--- config.mk ---
export PLATFORM = sky130hd
export DESIGN_NAME = midi_file_carver_core
export DESIGN_NICKNAME = d
export VERILOG_FILES = /design/src/rtl/mfc_pkg.sv /design/src/rtl/mfc_front.sv /design/src/rtl/mfc_cmd_fifo.sv /design/src/rtl/mfc_back.sv /design/src/rtl/midi_file_carver_core.sv
export SDC_FILE = /design/constraint.sdc
export NUM_CORES = 1
export LEC_CHECK = 0
export ABC_AREA = 1
export BUFFER_PORTS_ARGS = -buffer_cell sky130_fd_sc_hd__buf_2
export CORE_ASPECT_RATIO = 1.2
export CORE_MARGIN = 3
export CORE_UTILIZATION = 55
export CTS_BUF_LIST = sky130_fd_sc_hd__clkbuf_4
export CTS_CLUSTER_DIAMETER = 120
export CTS_CLUSTER_SIZE = 20
export DETAILED_ROUTE_END_ITERATION = 12
export GPL_TIMING_DRIVEN = 1
export PLACE_DENSITY_LB_ADDON = 0.25
export SYNTH_ARGS = -nofsm -noshare
export SYNTH_HDL_FRONTEND = slang
export SYNTH_SLANG_ARGS = --single-unit
--- constraint.sdc ---
create_clock -name clk -period 4.5 [get_ports clk]
set_input_delay 0.45 -clock clk [delete_from_list [all_inputs] [get_ports clk]]
set_output_delay 0.45 -clock clk [all_outputs]
set_load 0.05 [all_outputs]
--- src/rtl/mfc_pkg.sv ---
package mfc_pkg;

  localparam int unsigned CMDQ_DEPTH = 4;
  localparam int unsigned CMDQ_AW    = 2;
  localparam int unsigned CMDQ_CW    = 3;

  localparam logic [7:0] CH_M = 8'h4d;
  localparam logic [7:0] CH_T = 8'h54;
  localparam logic [7:0] CH_H = 8'h68;
  localparam logic [7:0] CH_D = 8'h64;
  localparam logic [7:0] CH_R = 8'h72;
  localparam logic [7:0] CH_K = 8'h6b;

  // what one queue entry asks the back end to send
  typedef enum logic [1:0] {
    CMD_BYTE  = 2'd0,
    CMD_HDR   = 2'd1,
    CMD_TRK   = 2'd2,
    CMD_CLOSE = 2'd3
  } cmd_op_t;

  typedef struct packed {
    cmd_op_t     op;
    logic [7:0]  data;
    logic        add_close;
    logic [31:0] offset;
  } cmd_t;

  // "MThd" by index
  function automatic logic [7:0] hdr_char(input logic [1:0] idx);
    logic [7:0] c;
    case (idx)
      2'd0:    c = CH_M;
      2'd1:    c = CH_T;
      2'd2:    c = CH_H;
      default: c = CH_D;
    endcase
    return c;
  endfunction

  // "MTrk" by index
  function automatic logic [7:0] trk_char(input logic [1:0] idx);
    logic [7:0] c;
    case (idx)
      2'd0:    c = CH_M;
      2'd1:    c = CH_T;
      2'd2:    c = CH_R;
      default: c = CH_K;
    endcase
    return c;
  endfunction

endpackage

--- src/rtl/mfc_front.sv ---
module mfc_front
  import mfc_pkg::*;
#(
  parameter int unsigned HEADER_BODY_BYTES = 10
) (
  input  logic       clk,
  input  logic       rst_n,
  input  logic       in_tvalid,
  output logic       in_tready,
  input  logic [7:0] in_tdata,
  input  logic       in_tlast,
  output logic       push_valid,
  output cmd_t       push_cmd,
  input  logic       q_full
);

  localparam int unsigned HL_W = $clog2(HEADER_BODY_BYTES + 1);

  typedef enum logic [5:0] {
    PH_SEEK   = 6'b000001,
    PH_MATCH  = 6'b000010,
    PH_HEADER = 6'b000100,
    PH_TAG    = 6'b001000,
    PH_LEN    = 6'b010000,
    PH_BODY   = 6'b100000
  } phase_t;

  phase_t            phase_r, phase_nxt;
  logic [1:0]        mc_r, mc_nxt;
  logic              mg_r, mg_nxt;
  logic [HL_W-1:0]   hl_r, hl_nxt;
  logic [31:0]       chunk_r, chunk_nxt;
  logic [31:0]       body_r, body_nxt;
  logic [31:0]       pos_r, pos_nxt;
  logic [31:0]       found_r, found_nxt;

  logic              in_fire;
  logic              good;
  logic              body_vld;
  logic              close_vld;
  cmd_op_t           body_op;
  logic [1:0]        mc_inc;

  assign in_tready = !q_full;
  assign in_fire   = in_tvalid && in_tready;
  assign mc_inc    = mc_r + 2'd1;

  always_comb begin
    phase_nxt = phase_r;
    mc_nxt    = mc_r;
    mg_nxt    = mg_r;
    hl_nxt    = hl_r;
    chunk_nxt = chunk_r;
    body_nxt  = body_r;
    found_nxt = found_r;
    pos_nxt   = pos_r + 32'd1;
    good      = 1'b0;
    body_vld  = 1'b0;
    body_op   = CMD_BYTE;
    close_vld = 1'b0;

    case (phase_r)
      PH_SEEK: begin
        if (in_tdata == CH_M) begin
          found_nxt = pos_r;
          mc_nxt    = 2'd0;
          mg_nxt    = 1'b1;
          phase_nxt = PH_MATCH;
        end
      end
      PH_MATCH: begin
        good = mg_r && (in_tdata == hdr_char(mc_inc));
        if (mc_inc == 2'd3) begin
          if (good) begin
            body_vld  = 1'b1;
            body_op   = CMD_HDR;
            hl_nxt    = HL_W'(HEADER_BODY_BYTES);
            phase_nxt = PH_HEADER;
          end else begin
            phase_nxt = PH_SEEK;
          end
          mc_nxt = 2'd0;
          mg_nxt = 1'b1;
        end else begin
          mc_nxt = mc_inc;
          mg_nxt = good;
        end
      end
      PH_HEADER: begin
        body_vld = 1'b1;
        hl_nxt   = hl_r - HL_W'(1);
        if (hl_r == HL_W'(1)) begin
          phase_nxt = PH_TAG;
          mc_nxt    = 2'd0;
          mg_nxt    = 1'b1;
        end
      end
      PH_TAG: begin
        good = mg_r && (in_tdata == trk_char(mc_r));
        if (mc_r == 2'd3) begin
          if (good) begin
            body_vld  = 1'b1;
            body_op   = CMD_TRK;
            chunk_nxt = '0;
            phase_nxt = PH_LEN;
          end else begin
            // unknown tag ends the file
            close_vld = 1'b1;
            phase_nxt = PH_SEEK;
          end
          mc_nxt = 2'd0;
          mg_nxt = 1'b1;
        end else begin
          mc_nxt = mc_inc;
          mg_nxt = good;
        end
      end
      PH_LEN: begin
        body_vld  = 1'b1;
        chunk_nxt = {chunk_r[23:0], in_tdata};
        if (mc_r == 2'd3) begin
          mc_nxt    = 2'd0;
          mg_nxt    = 1'b1;
          body_nxt  = chunk_nxt;
          phase_nxt = (chunk_nxt != 32'd0) ? PH_BODY : PH_TAG;
        end else begin
          mc_nxt = mc_inc;
        end
      end
      PH_BODY: begin
        body_vld = 1'b1;
        body_nxt = body_r - 32'd1;
        if (body_r == 32'd1) begin
          phase_nxt = PH_TAG;
          mc_nxt    = 2'd0;
          mg_nxt    = 1'b1;
        end
      end
      default: begin
        phase_nxt = PH_SEEK;
      end
    endcase

    if (in_tlast) begin
      if (phase_nxt inside {PH_HEADER, PH_TAG, PH_LEN, PH_BODY}) begin
        close_vld = 1'b1;
      end
      phase_nxt = PH_SEEK;
      mc_nxt    = 2'd0;
      mg_nxt    = 1'b1;
      hl_nxt    = '0;
      chunk_nxt = '0;
      body_nxt  = '0;
      pos_nxt   = '0;
      found_nxt = '0;
    end
  end

  always_comb begin
    push_valid         = in_fire && (body_vld || close_vld);
    push_cmd.op        = body_vld ? body_op : CMD_CLOSE;
    push_cmd.data      = in_tdata;
    push_cmd.add_close = close_vld;
    push_cmd.offset    = found_r;
  end

  always_ff @(posedge clk) begin
    if (!rst_n) begin
      phase_r <= PH_SEEK;
      mc_r    <= 2'd0;
      mg_r    <= 1'b1;
      hl_r    <= '0;
      chunk_r <= '0;
      body_r  <= '0;
      pos_r   <= '0;
      found_r <= '0;
    end else if (in_fire) begin
      phase_r <= phase_nxt;
      mc_r    <= mc_nxt;
      mg_r    <= mg_nxt;
      hl_r    <= hl_nxt;
      chunk_r <= chunk_nxt;
      body_r  <= body_nxt;
      pos_r   <= pos_nxt;
      found_r <= found_nxt;
    end
  end

  a_end_resets: assert property (@(posedge clk) disable iff (!rst_n)
    in_fire && in_tlast |=> phase_r == PH_SEEK && pos_r == 32'd0 && found_r == 32'd0)
    else $error("stream end did not return parser to reset state");

  a_body_nonzero: assert property (@(posedge clk) disable iff (!rst_n)
    phase_r == PH_BODY |-> body_r != 32'd0)
    else $error("body phase with zero bytes left");

  a_close_op: assert property (@(posedge clk) disable iff (!rst_n)
    push_valid && push_cmd.op == CMD_CLOSE |-> push_cmd.add_close)
    else $error("close-only command without close flag");

endmodule

--- src/rtl/mfc_cmd_fifo.sv ---
module mfc_cmd_fifo
  import mfc_pkg::*;
(
  input  logic clk,
  input  logic rst_n,
  input  logic push_valid,
  input  cmd_t push_cmd,
  output logic q_full,
  input  logic pop,
  output logic head_valid,
  output cmd_t head_cmd
);

  cmd_t               q_r [CMDQ_DEPTH];
  logic [CMDQ_AW-1:0] wr_ptr_r, rd_ptr_r;
  logic [CMDQ_CW-1:0] cnt_r, cnt_nxt;
  logic               do_push, do_pop;

  assign q_full     = (cnt_r == CMDQ_CW'(CMDQ_DEPTH));
  assign head_valid = (cnt_r != '0);
  assign head_cmd   = q_r[rd_ptr_r];
  assign do_push    = push_valid && !q_full;
  assign do_pop     = pop && head_valid;

  always_comb begin
    cnt_nxt = cnt_r;
    if (do_push && !do_pop) begin
      cnt_nxt = cnt_r + CMDQ_CW'(1);
    end else if (do_pop && !do_push) begin
      cnt_nxt = cnt_r - CMDQ_CW'(1);
    end
  end

  always_ff @(posedge clk) begin
    if (!rst_n) begin
      wr_ptr_r <= '0;
      rd_ptr_r <= '0;
      cnt_r    <= '0;
    end else begin
      cnt_r <= cnt_nxt;
      if (do_push) begin
        wr_ptr_r <= wr_ptr_r + CMDQ_AW'(1);
      end
      if (do_pop) begin
        rd_ptr_r <= rd_ptr_r + CMDQ_AW'(1);
      end
    end
  end

  always_ff @(posedge clk) begin
    if (do_push) begin
      q_r[wr_ptr_r] <= push_cmd;
    end
  end

  a_no_overflow: assert property (@(posedge clk) disable iff (!rst_n)
    push_valid |-> !q_full)
    else $error("command pushed into full queue");

  a_cnt_range: assert property (@(posedge clk) disable iff (!rst_n)
    cnt_r <= CMDQ_CW'(CMDQ_DEPTH))
    else $error("queue count out of range");

  a_ptr_gap: assert property (@(posedge clk) disable iff (!rst_n)
    (cnt_r == '0 || q_full) |-> wr_ptr_r == rd_ptr_r)
    else $error("queue pointers disagree with count");

endmodule

--- src/rtl/mfc_back.sv ---
module mfc_back
  import mfc_pkg::*;
(
  input  logic        clk,
  input  logic        rst_n,
  input  logic        head_valid,
  input  cmd_t        head_cmd,
  output logic        pop,
  output logic        out_tvalid,
  input  logic        out_tready,
  output logic [39:0] out_tdata,
  output logic [1:0]  out_tuser,
  output logic        out_tlast
);

  logic [2:0]  idx_r;
  logic [2:0]  n_body;
  logic [2:0]  n_total;
  logic        is_close;
  logic        is_last;
  logic        load;
  logic [7:0]  byte_nxt;
  logic        start_nxt;

  logic        vld_r;
  logic [7:0]  byte_r;
  logic        kind_r;
  logic        start_r;
  logic [31:0] offset_r;
  logic        last_r;

  always_comb begin
    case (head_cmd.op)
      CMD_BYTE:  n_body = 3'd1;
      CMD_HDR:   n_body = 3'd4;
      CMD_TRK:   n_body = 3'd4;
      default:   n_body = 3'd0;
    endcase
    n_total  = n_body + {2'b00, head_cmd.add_close};
    is_close = (idx_r >= n_body);
    is_last  = (idx_r == n_total - 3'd1);

    case (head_cmd.op)
      CMD_HDR:  byte_nxt = hdr_char(idx_r[1:0]);
      CMD_TRK:  byte_nxt = trk_char(idx_r[1:0]);
      default:  byte_nxt = head_cmd.data;
    endcase
    if (is_close) begin
      byte_nxt = 8'd0;
    end
    start_nxt = (head_cmd.op == CMD_HDR) && (idx_r == 3'd0);
  end

  assign load = head_valid && (!vld_r || out_tready);
  assign pop  = load && is_last;

  always_ff @(posedge clk) begin
    if (!rst_n) begin
      idx_r <= '0;
      vld_r <= 1'b0;
    end else begin
      if (load) begin
        idx_r <= is_last ? 3'd0 : idx_r + 3'd1;
        vld_r <= 1'b1;
      end else if (out_tready) begin
        vld_r <= 1'b0;
      end
    end
  end

  always_ff @(posedge clk) begin
    if (load) begin
      byte_r   <= byte_nxt;
      kind_r   <= is_close;
      start_r  <= start_nxt;
      offset_r <= head_cmd.offset;
      last_r   <= is_last;
    end
  end

  assign out_tvalid = vld_r;
  assign out_tdata  = {offset_r, byte_r};
  assign out_tuser  = {start_r, kind_r};
  assign out_tlast  = last_r;

  a_close_zero: assert property (@(posedge clk) disable iff (!rst_n)
    vld_r && kind_r |-> byte_r == 8'd0 && !start_r && last_r)
    else $error("close marker with data, start or not last");

  a_start_m: assert property (@(posedge clk) disable iff (!rst_n)
    vld_r && start_r |-> byte_r == CH_M && !last_r)
    else $error("file start not on header M");

  a_idx_range: assert property (@(posedge clk) disable iff (!rst_n)
    head_valid |-> idx_r < n_total)
    else $error("result index beyond command length");

endmodule

--- src/rtl/midi_file_carver_core.sv ---
// the first result of a byte passes the command queue, then the output register, to out_*
// throughput: one input byte per cycle; one result per cycle while out_tready is high,
// a found header or track tag expands to four results (five with a close at stream end)
// bursts are held in a four-entry command queue; in_tready drops only when it is full
// reset: synchronous active-low rst_n clears parser state, queue and output register
module midi_file_carver_core
  import mfc_pkg::*;
#(
  parameter int unsigned HEADER_BODY_BYTES = 10
) (
  input  logic        clk,
  input  logic        rst_n,
  // input stream: one scanned byte per item
  input  logic        in_tvalid,
  output logic        in_tready,
  input  logic [7:0]  in_tdata,   // [7:0] data_byte
  input  logic        in_tlast,   // stream_end
  // output stream: carved bytes and close markers
  output logic        out_tvalid,
  input  logic        out_tready,
  output logic [39:0] out_tdata,  // [7:0] out_byte, [39:8] file_offset
  output logic [1:0]  out_tuser,  // [0] item_kind, [1] file_start
  output logic        out_tlast   // last
);

  // front to queue
  logic push_valid;
  cmd_t push_cmd;
  logic q_full;

  // queue to back
  logic head_valid;
  cmd_t head_cmd;
  logic pop;

  // front end: tracks seek/match/header/tag/length/body phases and
  // turns each byte into at most one command for the back end
  mfc_front #(
    .HEADER_BODY_BYTES(HEADER_BODY_BYTES)
  ) u_front (
    .clk       (clk),
    .rst_n     (rst_n),
    .in_tvalid (in_tvalid),
    .in_tready (in_tready),
    .in_tdata  (in_tdata),
    .in_tlast  (in_tlast),
    .push_valid(push_valid),
    .push_cmd  (push_cmd),
    .q_full    (q_full)
  );

  // short command queue so front and back stall independently
  mfc_cmd_fifo u_fifo (
    .clk       (clk),
    .rst_n     (rst_n),
    .push_valid(push_valid),
    .push_cmd  (push_cmd),
    .q_full    (q_full),
    .pop       (pop),
    .head_valid(head_valid),
    .head_cmd  (head_cmd)
  );

  // back end: expands each command into results, one per cycle while out_tready allows,
  // through a registered output stage
  mfc_back u_back (
    .clk       (clk),
    .rst_n     (rst_n),
    .head_valid(head_valid),
    .head_cmd  (head_cmd),
    .pop       (pop),
    .out_tvalid(out_tvalid),
    .out_tready(out_tready),
    .out_tdata (out_tdata),
    .out_tuser (out_tuser),
    .out_tlast (out_tlast)
  );

endmodule
==> flow_summary.yaml <==
clock_network:
  postCtsSetupBuffers: 0
  clockBufferDepth: 3
  cts_buffers: 22
  h-tree-depth: 1
  clock-sinks: 361
  clk_latency_ns: 0.74
  cts_tree: "built"
  path_clk_slew_ns: 0.20
  cts.root.buffer_cell: "clkbuf_4"
drt:
  top_layer: "met5"
  ant_nets: 0
  wl_met2_um: 16700
  routed_wl_um: 34600
  vias: 11806
  viasPerCell: 5.62
  drt-initial-drc-count: 1012
  wire_per_inst_um: 16.5
  met1_length_um: 15600
  dr_wl_met3_um: 1580
  firstDrtPassIters: 5
  drc_errors: 0
die:
  die_area_um2: 31000
  fp-row-count: 67
  start_util_pct: 56.4
  dieHeight_um: 192
  die_w_um: 161
  ios: 58
  core_um2: 28200
setup_path:
  crit_arrival_ns: 4.30
  critPathCaptureType: "flip-flop"
  startpoint_type: "flip-flop"
  crit_buf_inv: 3
  slowest_stage: "dfxtp_2"
  crit_chain: "inv_2 > nand2_1 > a32oi_1 > inv_1 > ha_1 > xor2_1 > or3_1 > a21oi_1 > nand2_1 > ha_1 > inv_1 > fa_1 > o21ai_0 > a21oi_1"
  cp_top_family: "adder cells"
  required_ns: 5.14
  critPathKind: "flip-flop to flip-flop"
  cp_slowest_stage_delay_ns: 0.48
  path_max_fanout: 23
synthesis:
  ys_top_cells_by_area: "edfxtp_1 (41%), dfxtp_1 (18%), nand2_1 (6.6%)"
  yosysWarnings: 0
  synth_top_area_share_pct: 40.6
  synth-edff-count: 215
  synthArstFlopShare_pct: 0
  ys_seq_elements: 361
  syn-num-nets: 1722
  avgSynthCellArea_um2: 9.46
  synth_area_um2: 15900
  synthCells: 1679
  synth_seq_area_share_pct: 59.0
  yosys.area.top_type: "edfxtp_1"
  synth-main-ff-cell: "edfxtp_1"
  synth.distinct_cells: 55
sta:
  fin_setup_tns_ns: 0
  whs_ns: 0.0547
  finalMaxSlewViolations: 0
  hold_violations: 0
  slew_headroom_pct: 25.8
  fin_crit_sh_pct: 81.3
  finClkSkew_ns: 0.0726
  worst_pin_slew_ns: 1.11
  finalWorstSetupSlack_ns: 0.840
  fmax_mhz: 273
  rsz0062_at_grt: "false"
  period_needed_ns: 3.66
  setup_viol: 0
global_route:
  grt_remaining_overflow: 0
  grt_pass1_vias: 10960
  antenna_found_initial: 3
  grt_max_degree: 67
  grt_use_total_pct: 21.9
  grt_pass1_wl_um: 55600
placed_design:
  gp_congestion: 0.880
  portBuffers: 57
  hpwl_um: 22500
  pre_cts_ws_ns: 0.868
  post_dp_cell_area_um2: 16500
min_path:
  min_path_type: "input pin to flip-flop"
power_and_ir_drop:
  p_per_area_nw_per_um2: 403
  peakVddDrop_mv: 0.230
  leakage_nw: 5.96
cells_and_area:
  layout_common_cells: "nand2_1 (278), nor2_1 (215), edfxtp_1 (215)"
  final_area_um2: 16900
  finish.utilization_pct: 59.8
  layout-drive-gt1-share_pct: 10.2
  areaGrowthSynthToFinish_pct: 6.06
  nNetsFinal: 1749
  fillCellCount: 2408
  layout_commonest_cell: "nand2_1"
run:
  drv_cap: 0
status:
  status: "finished clean"
cell families (layout without fill, tap and decap cells):
logic type | count (synthesis) | after routing | share of synthesized area [%]
other | 0 | 1 | 0
XOR/XNOR | 24 | 24 | 1.32
buffers and inverters | 206 | 247 | 5.27
AND/OR/NAND/NOR | 671 | 671 | 18.5
AO/OA/AOI/OAI | 387 | 387 | 13.5
flip-flops | 361 | 361 | 59.0
adder cells (fa/ha/maj) | 30 | 30 | 2.41
layer usage:
layer,vias to the layer above,GRT usage (%)
li1,5857,-
met1,5585,30.3
met2,299,37.5
met3,61,2.14
met4,4,5.66
met5,-,0
flip-flops by register name, summed over array words and instances (netlist names), 2 cells and up, named ones only:
register / count
u_back.idx_r: 3
u_front.phase_r: 6
u_fifo.cnt_r: 3
u_fifo.rd_ptr_r: 2
u_back.offset_r: 32
u_front.chunk_r: 24
u_front.hl_r: 4
u_front.found_r: 32
u_front.body_r: 32
u_fifo.wr_ptr_r: 2
u_front.mc_r: 2
u_front.pos_r: 32
u_fifo.q_r: 172
u_back.byte_r: 8
final cells by class:
| class | count | area, um2 | area share, % |
|---|---|---|---|
| tap | 379 | 474 | 2.81 |
| clock buffer | 36 | 270 | 1.60 |
| clock inverter | 2 | 50.0 | 0.297 |
| sequential | 361 | 9380 | 55.7 |
| antenna | 1 | 2.50 | 0.0148 |
| inverter | 134 | 507 | 3.01 |
| multi-input combinational | 1112 | 5730 | 34.0 |
| timing repair buffer | 75 | 440 | 2.61 |
synth_stat cells, types with 30 or more instances:
cell	count
dfxtp_1	146
o21ai_0	118
a21oi_1	158
inv_1	118
clkbuf_1	46
nand4_1	30
nand3_1	42
nor3_1	48
edfxtp_1	215
nor2_1	219
nand2_1	278
o22ai_1	37
worst register-to-register path, delay by kind of cell (launching register included):
kind | cells | cell delay, ns
xor gates and xnor gates | 1 | 0.18
buffers and inverters | 3 | 0.53
AOI/OAI and AO/OA | 4 | 0.72
and+or+nand+nor | 3 | 0.59
DFF | 1 | 0.48
adders and majority gates | 3 | 1.07
final timing paths:
| check | start | endpoint | slack, ns | cells after the start |
|---|---|---|---|---|
| setup / recovery | flip-flop | u_fifo.cnt_r[1] | 0.84 | 14 |
| hold / removal | in_tdata[4] | u_fifo.q_r[1][37] | 0.05 | 1 |
| setup reg to reg | flip-flop | u_fifo.cnt_r[1] | 0.84 | 14 |
| hold reg to reg | u_front.body_r[1] | u_front.body_r[1] | 0.49 | 2 |
metrics by stage:
stage | instances | power [mW]
2_1_floorplan | 1679 | 5.09
3_5_place_dp | 2058 | 5.47
3_3_place_gp | 2058 | 5.44
4_1_cts | 2099 | 6.82
6_report | 2100 | 6.79
5_1_grt | 2100 | 7.11
timing repair:
item / CTS / global route
hold buffers: 3 / 0
endpoints found under the setup margin: 0 / 0
resized for setup: 0 / 0
hold endpoints to repair: 10 / 0
report_power, final:
group	leakage [nW]	total [mW]	switching [mW]	internal, mW
clock	0.190	1.39	0.963	0.428
combinational	2.78	1.55	1.18	0.364
sequential	2.99	3.85	0.103	3.75
total	5.96	6.79	2.25	4.54
No activity file was read; power rests on OpenSTA's default activity.
